[src/sv/pstr_pkg.sv]
// Shared types, sizes and helpers for the polyphase symbol timing recovery core.
// Used by pstr_ctrl, pstr_datapath and the top level; no dependencies.
package pstr_pkg;

  // Filter bank geometry
  localparam int NFILT        = 32;
  localparam int TAPS_PER_ARM = 16;
  localparam int LINE_DEPTH   = 64;

  localparam int ARM_W   = $clog2(NFILT);
  localparam int TAP_M_W = $clog2(TAPS_PER_ARM);
  localparam int TAP_AW  = ARM_W + TAP_M_W;
  localparam int TAP_DEPTH = NFILT * TAPS_PER_ARM;
  localparam int MAC_CW  = TAP_M_W + 1;
  localparam int LINE_AW = $clog2(LINE_DEPTH);
  localparam int FILL_W  = LINE_AW + 1;

  // Field widths
  localparam int SMP_W  = 16;
  localparam int TIDX_W = 9;
  localparam int ERR_W  = 32;
  localparam int RFR_W  = 21;
  localparam int PNOW_W = 23;
  localparam int CFG_AW = 3;
  localparam int CFG_DW = 21;

  // Internal number formats
  localparam int FRAC_W = 16;
  localparam int WRAP_B = ARM_W + FRAC_W;   // bit weight of one full phase wrap
  localparam int PH_W   = 30;               // wide phase during the loop passes
  localparam int RATE_W = 24;               // wide rate during the loop passes
  localparam int DA_W   = 19;               // loop increments
  localparam int W_W    = 12;               // wrap count of one symbol
  localparam int AGE_W  = 14;
  localparam int ACC_W  = 36;
  localparam int CNT_W  = 6;                // samples until next symbol
  localparam int SPS_W  = 5;
  localparam int OSPS_W = 3;
  localparam int GAIN_W = 16;
  localparam int MAXD_W = 20;
  localparam int RINT_W = 5;
  localparam int IPH_W  = 21;

  localparam logic signed [AGE_W-1:0] AGE_MAX = AGE_W'(LINE_DEPTH - 1);
  localparam logic [CNT_W-1:0] CNT_RESET = CNT_W'(TAPS_PER_ARM);
  localparam logic signed [W_W+1:0] RELOAD_MAX = (W_W + 2)'(63);

  // Input functions
  typedef enum logic [1:0] {
    FN_PUSH = 2'd0,
    FN_TAP  = 2'd1,
    FN_DTAP = 2'd2,
    FN_NONE = 2'd3
  } func_e;

  // Configuration register indexes
  typedef enum logic [CFG_AW-1:0] {
    CFG_SPS   = 3'd0,
    CFG_OSPS  = 3'd1,
    CFG_PGAIN = 3'd2,
    CFG_RGAIN = 3'd3,
    CFG_MAXD  = 3'd4,
    CFG_RINT  = 3'd5,
    CFG_IPH   = 3'd6,
    CFG_NONE  = 3'd7
  } cfg_idx_e;

  // Sequencer states
  typedef enum logic [3:0] {
    ST_IDLE,
    ST_WRAP,
    ST_MAC,
    ST_ROUND,
    ST_DSET,
    ST_DMAC,
    ST_DROUND,
    ST_GAIN_A,
    ST_GAIN_B,
    ST_LOOP,
    ST_FIN
  } state_e;

  // Controller to datapath
  typedef struct packed {
    logic push;
    logic tap_we;
    logic sym_start;
    logic wrap_start;
    logic load_out;
    logic deriv_start;
    logic calc_err;
    logic gain_a;
    logic gain_b;
    logic loop_step;
    logic finish;
  } cmd_t;

  // Datapath to controller
  typedef struct packed {
    logic fire;
    logic mac_done;
    logic out_free;
    logic last_out;
    logic loop_done;
  } status_t;

  // Round half up from Q2.30 to Q1.15 and saturate
  function automatic logic signed [SMP_W-1:0] round_sat(input logic signed [ACC_W-1:0] acc);
    logic signed [ACC_W-1:0] t;
    t = (acc + ACC_W'(16384)) >>> 15;
    if (t > ACC_W'(32767)) begin
      return 16'sh7fff;
    end else if (t < -ACC_W'(32768)) begin
      return 16'sh8000;
    end
    return t[SMP_W-1:0];
  endfunction

endpackage

[src/sv/pstr_ctrl.sv]
// Sequencer for the polyphase symbol timing recovery core.
// Depends on pstr_pkg; drives pstr_datapath through cmd_t, reads status_t.
module pstr_ctrl (
  input  logic                 clk_i,
  input  logic                 rst_ni,
  input  logic                 in_valid_i,
  output logic                 in_stall_o,
  input  logic [1:0]           func_i,
  input  pstr_pkg::status_t    status_i,
  output pstr_pkg::cmd_t       cmd_o
);

  pstr_pkg::state_e state_q, state_d;
  logic accept;

  assign accept = in_valid_i && (state_q == pstr_pkg::ST_IDLE);

  // State register
  always_ff @(posedge clk_i or negedge rst_ni) begin
    if (!rst_ni) begin
      state_q <= pstr_pkg::ST_IDLE;
    end else begin
      state_q <= state_d;
    end
  end

  // Next state
  always_comb begin
    state_d = state_q;
    case (state_q)
      pstr_pkg::ST_IDLE: begin
        if (accept && func_i == pstr_pkg::FN_PUSH && status_i.fire) begin
          state_d = pstr_pkg::ST_WRAP;
        end
      end
      pstr_pkg::ST_WRAP:  state_d = pstr_pkg::ST_MAC;
      pstr_pkg::ST_MAC: begin
        if (status_i.mac_done) state_d = pstr_pkg::ST_ROUND;
      end
      pstr_pkg::ST_ROUND: begin
        if (status_i.out_free) begin
          state_d = status_i.last_out ? pstr_pkg::ST_DSET : pstr_pkg::ST_WRAP;
        end
      end
      pstr_pkg::ST_DSET:  state_d = pstr_pkg::ST_DMAC;
      pstr_pkg::ST_DMAC: begin
        if (status_i.mac_done) state_d = pstr_pkg::ST_DROUND;
      end
      pstr_pkg::ST_DROUND: state_d = pstr_pkg::ST_GAIN_A;
      pstr_pkg::ST_GAIN_A: state_d = pstr_pkg::ST_GAIN_B;
      pstr_pkg::ST_GAIN_B: state_d = pstr_pkg::ST_LOOP;
      pstr_pkg::ST_LOOP: begin
        if (status_i.loop_done) state_d = pstr_pkg::ST_FIN;
      end
      pstr_pkg::ST_FIN:   state_d = pstr_pkg::ST_IDLE;
      default:            state_d = pstr_pkg::ST_IDLE;
    endcase
  end

  // Commands
  always_comb begin
    cmd_o = '0;
    in_stall_o = (state_q != pstr_pkg::ST_IDLE);
    case (state_q)
      pstr_pkg::ST_IDLE: begin
        cmd_o.push      = accept && func_i == pstr_pkg::FN_PUSH;
        cmd_o.tap_we    = accept && (func_i == pstr_pkg::FN_TAP ||
                                     func_i == pstr_pkg::FN_DTAP);
        cmd_o.sym_start = accept && func_i == pstr_pkg::FN_PUSH && status_i.fire;
      end
      pstr_pkg::ST_WRAP:   cmd_o.wrap_start  = 1'b1;
      pstr_pkg::ST_ROUND:  cmd_o.load_out    = status_i.out_free;
      pstr_pkg::ST_DSET:   cmd_o.deriv_start = 1'b1;
      pstr_pkg::ST_DROUND: cmd_o.calc_err    = 1'b1;
      pstr_pkg::ST_GAIN_A: cmd_o.gain_a      = 1'b1;
      pstr_pkg::ST_GAIN_B: cmd_o.gain_b      = 1'b1;
      pstr_pkg::ST_LOOP:   cmd_o.loop_step   = !status_i.loop_done;
      pstr_pkg::ST_FIN:    cmd_o.finish      = 1'b1;
      default: ;
    endcase
  end

`ifndef NO_ASSERTIONS
  // A symbol only starts from a sample push
  a_sym_from_push: assert property (@(posedge clk_i) disable iff (!rst_ni)
    cmd_o.sym_start |-> cmd_o.push) else $error("symbol start without push");
  // After the final pass the core is ready again
  a_fin_idle: assert property (@(posedge clk_i) disable iff (!rst_ni)
    cmd_o.finish |=> !in_stall_o) else $error("not idle after symbol");
  // Arm results go out only into a free output register
  a_load_free: assert property (@(posedge clk_i) disable iff (!rst_ni)
    cmd_o.load_out |-> status_i.out_free) else $error("output overwritten");
`endif

endmodule

[config.mk]
export PLATFORM = sky130hd
export DESIGN_NAME = pstr_ctrl
export DESIGN_NICKNAME = d
export VERILOG_FILES = /design/src/sv/pstr_pkg.sv /design/src/sv/pstr_ctrl.sv
export SDC_FILE = /design/constraint.sdc
export NUM_CORES = 1
export LEC_CHECK = 0
export BUFFER_PORTS_ARGS = -buffer_cell sky130_fd_sc_hd__buf_2
export CORE_MARGIN = 4
export CORE_UTILIZATION = 25
export CTS_CLUSTER_DIAMETER = 30
export DETAILED_ROUTE_END_ITERATION = 7
export GPL_TIMING_DRIVEN = 0
export HOLD_SLACK_MARGIN = 0.08
export PLACE_DENSITY = 0.5
export SLEW_MARGIN = 20
export SYNTH_ARGS = -nofsm -noshare
export SYNTH_HDL_FRONTEND = slang
export SYNTH_SLANG_ARGS = --single-unit
[constraint.sdc]
create_clock -name clk_i -period 1.4 [get_ports clk_i]
set_input_delay 0.21 -clock clk_i [delete_from_list [all_inputs] [get_ports clk_i]]
set_output_delay 0.21 -clock clk_i [all_outputs]
set_load 0.02 [all_outputs]
== Word-level counts from Yosys, hierarchy flattened ==
Cells that the tools add are included.
W data, S select, Z words.
Cells by class
  equality and inequality tests: 17
  mux-type cells: 16
  reduce and logical (&&, ||, !) cells: 10
Operators with widths (count)
  $pmux W4 S10: 1
  $mux W4: 5
  $eq A4 B3 Y1 const B: 4
  $eq A4 B4 Y1 const B: 3
  $eq A4 B2 Y1 const B: 2
  $mux W1: 8
  $ne A2 B2 Y1 const B: 4
  $mux W3: 2
  $reduce_and A5 Y1: 1
  $eq A4 B1 Y1 const B: 1
  $logic_and A1 B1 Y1: 4
  $logic_not A4 Y1: 1
  $reduce_bool A4 Y1: 1
  $eq A2 B1 Y1 const B: 1
  $eq A2 B2 Y1 const B: 1
  $logic_not A2 Y1: 1
  $ne A2 B1 Y1 const B: 1
  $logic_not A1 Y1: 1
  $logic_or A1 B1 Y1: 1
Word-level totals
  register bits after elaboration: 4
  input port bits: 10
  output and inout port bits: 12
  word-level logic and storage cells: 44

== Longest topological paths before layout ==
  depth in word-level cells: 6
  depth in mapped cells: 6
  depth with buffers taken out: 6

== Worst setup path after synthesis ==
Ideal clock, no wire load.
  path kind: reg-to-output
  start point: register state_q[1]
  end point: output cmd_o[6] in the netlist's numbering
  arrival: 1.402 ns
  data required time: 1.190 ns
  path slack: -0.212 ns
  stages on the path, launching flop included: 4
  path buffers: 1
  path through: dfrtp_1 -> buf_6 -> nand2_2 -> nor4b_1
RTL lines
  start, declared: line pstr_ctrl.sv:13  | pstr_pkg::state_e state_q, state_d;
  start signal, assigned: line pstr_ctrl.sv:21  | state_q <= pstr_pkg::ST_IDLE;
  start signal, assigned: line pstr_ctrl.sv:23  | state_q <= state_d;
  end, declared: line pstr_ctrl.sv:10  | output pstr_pkg::cmd_t cmd_o

==> results.tsv <==
metric	value	unit
first-pass iteration count of the detailed router	4	
max incr delay on CP	370	ps
Synth Register Bits	4	
port bufs	21	
Ys Warns	0	
CP dominant cell by count	buf_6	
Seq/Total Area, Yosys	23.1	%
Leak Pwr	0.429	nW
Routed Wire Length	1610	um
Biggest register	state_q	
Detail Route met2 WL	808	um
clk slew on worst S/H paths	40	ps
post-DR wirelength/cell	14.1	um
Post-synth top flop	dfrtp_1	
clock sinks	4	
pwr dens	2290	nW/um^2
Die Ht	49.6	um
global-route wire length before repair	2390	um
Fill cells	137	
worst-margin pin slew	287	ps
Initial Util	27.5	%
CTS Buffer Depth	2	
dpl cells	91	
CP max stage cell	dfrtp_1	
Routed Antenna Nets	0	
Post-synth EDFFs	0	
TritonCTS clock tree	built	
DR iter-0 viols	9	
row cnt	14	
skew final	0.100	ps
met3 routed WL	82	um
Post-DP HPWL	898	um
total power	0.00213	W
nets	111	
setup violators final	12	
status	finished, violations left	
Final Critical Period	1620	ps
largest area contributor in the netlist	dfrtp_1	
latest clock arrival within the worst-skew pair	240	ps
post-synth net total	65	
WP buf/inv	2	
Avg Cell Area, Syn	8.02	um^2
Root Driver	clkbuf_4	
worst-path maximum fanout	7	
max FFs per register	4	
vias in the first global route	541	
H-tree levels	1	
vias post-DR	573	
Multi-input gate area	403	um^2
proportion of layout cells with a drive suffix above 1	71.4	%
ANT cells	0	
Hold WS	251	ps
FMAX	0.618	GHz
worst min-delay path category	in -> reg	
RSZ-0062 raised after global routing	yes	
top-count cell post-synth	nor2_1	
startpoint types	register	
final hold vios	0	
grt total ovfl	0	
Die Wd	49.6	um
post-synthesis cell count	54	
Post-synth ARST share	100	%
fin crit share	116	%
Synth top cells by count	nor2_1 (6), a21oi_1 (5), nand2b_1 (5), dfrtp_1 (4), nor3_1 (4)	
Max Slew Vio Count	0	
Vias/cell	5.03	
max_slew headroom	80.7	%
gpl congestion	0.714	
worst path required time	1190	ps
crit end category	primary output	
post-synth top area share	23.1	%
final non-filler cell total	114	
Max-Cap Viols	0	
Peak VDD IR	0.00111	V
Ports	22	
crit path cell chain	buf_6 > nor4_4 > and3_1 > buf_6	
DRC Markers	0	
DIE AREA	2460	um^2
violated checks	negative setup slack	
Setup CP Type	reg -> out	
initial antenna violation count	0	
critical path arrival	1410	ps
worst setup margin	-217	ps
largest net degree at the start of global routing	11	
Total GRT Usage	12.5	%
Top Registers	state_q: 4 flops	
Syn-to-layout area delta	115	%
top layer in use	met4	
total CTS buffers	3	
Largest delay share family, worst path	simple AND/OR/NAND/NOR gates	
final design utilization	59.1	%
core area	1580	um^2
M1 WL	678	um
Syn Std Cell Area	433	um^2
number of distinct library cells after synthesis	27	
leading post-synthesis cells by cell area	dfrtp_1 (23%), nand2b_1 (7.2%), a21oi_1 (5.8%)	
FF/Latch Area	101	um^2
## layer usage
layer / vias to the layer above / track usage (%)
li1: 279 / -
met5: - / 0
met4: 0 / 4.15
met1: 266 / 16.7
met3: 4 / 4.22
met2: 24 / 18.5
## metrics by stage
step | cell area (um^2) | setup WS (ps) | TNS (ps)
3_3_place_gp | 582 | -20.2 | -54.8
5_1_grt | 932 | -292 | -2370
4_1_cts | 806 | -230 | -1630
3_5_place_dp | 582 | -30.5 | -106
2_1_floorplan | 457 | -44.3 | -74.0
6_report | 932 | -217 | -1450
## timing repair
action                                  CTS  global route
buffers inserted                         11             8
endpoints found under the setup margin   12            15
pin swaps                                 8             9
hold endpoints to repair                  4             0
resized for setup                        31            15
gates cloned                              0             0
hold buffers                              1             0
## final timing paths
| kind | slack, ps | to | from | cells past startpoint |
|---|---|---|---|---|
| worst max-delay path | -220 | cmd_o[9] | state_q[0]$_DFFE_PN0P_ | 4 |
| worst min-delay path | 250 | state_q[2]$_DFFE_PN0P_ | status_i[3] | 2 |
| worst max register to register | 20 | state_q[2]$_DFFE_PN0P_ | state_q[3]$_DFFE_PN0P_ | 6 |
| worst min register to register | 710 | state_q[1]$_DFFE_PN0P_ | state_q[1]$_DFFE_PN0P_ | 2 |
| max in group asynchronous | 970 | state_q[1]$_DFFE_PN0P_ | rst_ni | 2 |
| min in group asynchronous | 300 | state_q[3]$_DFFE_PN0P_ | rst_ni | 2 |
## final cells by class
type | instances | area share [%]
multi-input combinational | 43 | 43.2
sequential | 4 | 10.9
inverter | 3 | 1.21
clock buffer | 3 | 2.42
timing repair buffer | 41 | 35.3
buffer | 4 | 4.83
tap | 16 | 2.15
## worst reg2reg max path: cells and delay by family, from the launching register on
| kind | cells | cell delay [ps] |
|---|---|---|
| AO/OA/AOI/OAI | 1 | 220 |
| buffers and inverters | 4 | 520 |
| flip-flops | 1 | 380 |
| AND/OR/NAND/NOR | 1 | 160 |
## power by group
part	switching, W	internal [W]	leakage [nW]
Combinational	0.000832	0.000919	0.365
Sequential	0.0000589	0.000175	0.0498
Clock	0.0000509	0.0000961	0.0138
Total	0.000942	0.00119	0.429
## cells by family after synthesis
kind of cell             count (synthesis)  share of synthesized area, %
buffers and inverters                    7                          10.1
flip-flops                               4                          23.1
AND/OR/NAND/NOR                         28                          43.1
adder cells (fa/ha/maj)                  1                          2.89
AO/OA/AOI/OAI                           14                          20.8
## layout by cell type (no fill, tap or decap), drive strengths merged
cell,netlist,routed
nor2b,1,1
buf,4,44
inv,3,3
o31ai,1,1
nand2,2,2
o22ai,2,2
nor3b,4,4
o21ai,2,2
o21a,1,1
a22o,1,1
nand2b,6,6
nor2,6,6
nor3,4,4
ha,1,1
a21boi,1,1
nor4b,1,1
nand3,1,1
and3,2,2
dlygate4sd3,0,1
a21oi,5,5
o211ai,1,1
clkbuf,0,3
nor4,1,1
dfrtp,4,4
No activity file was read; power rests on OpenSTA's default activity.
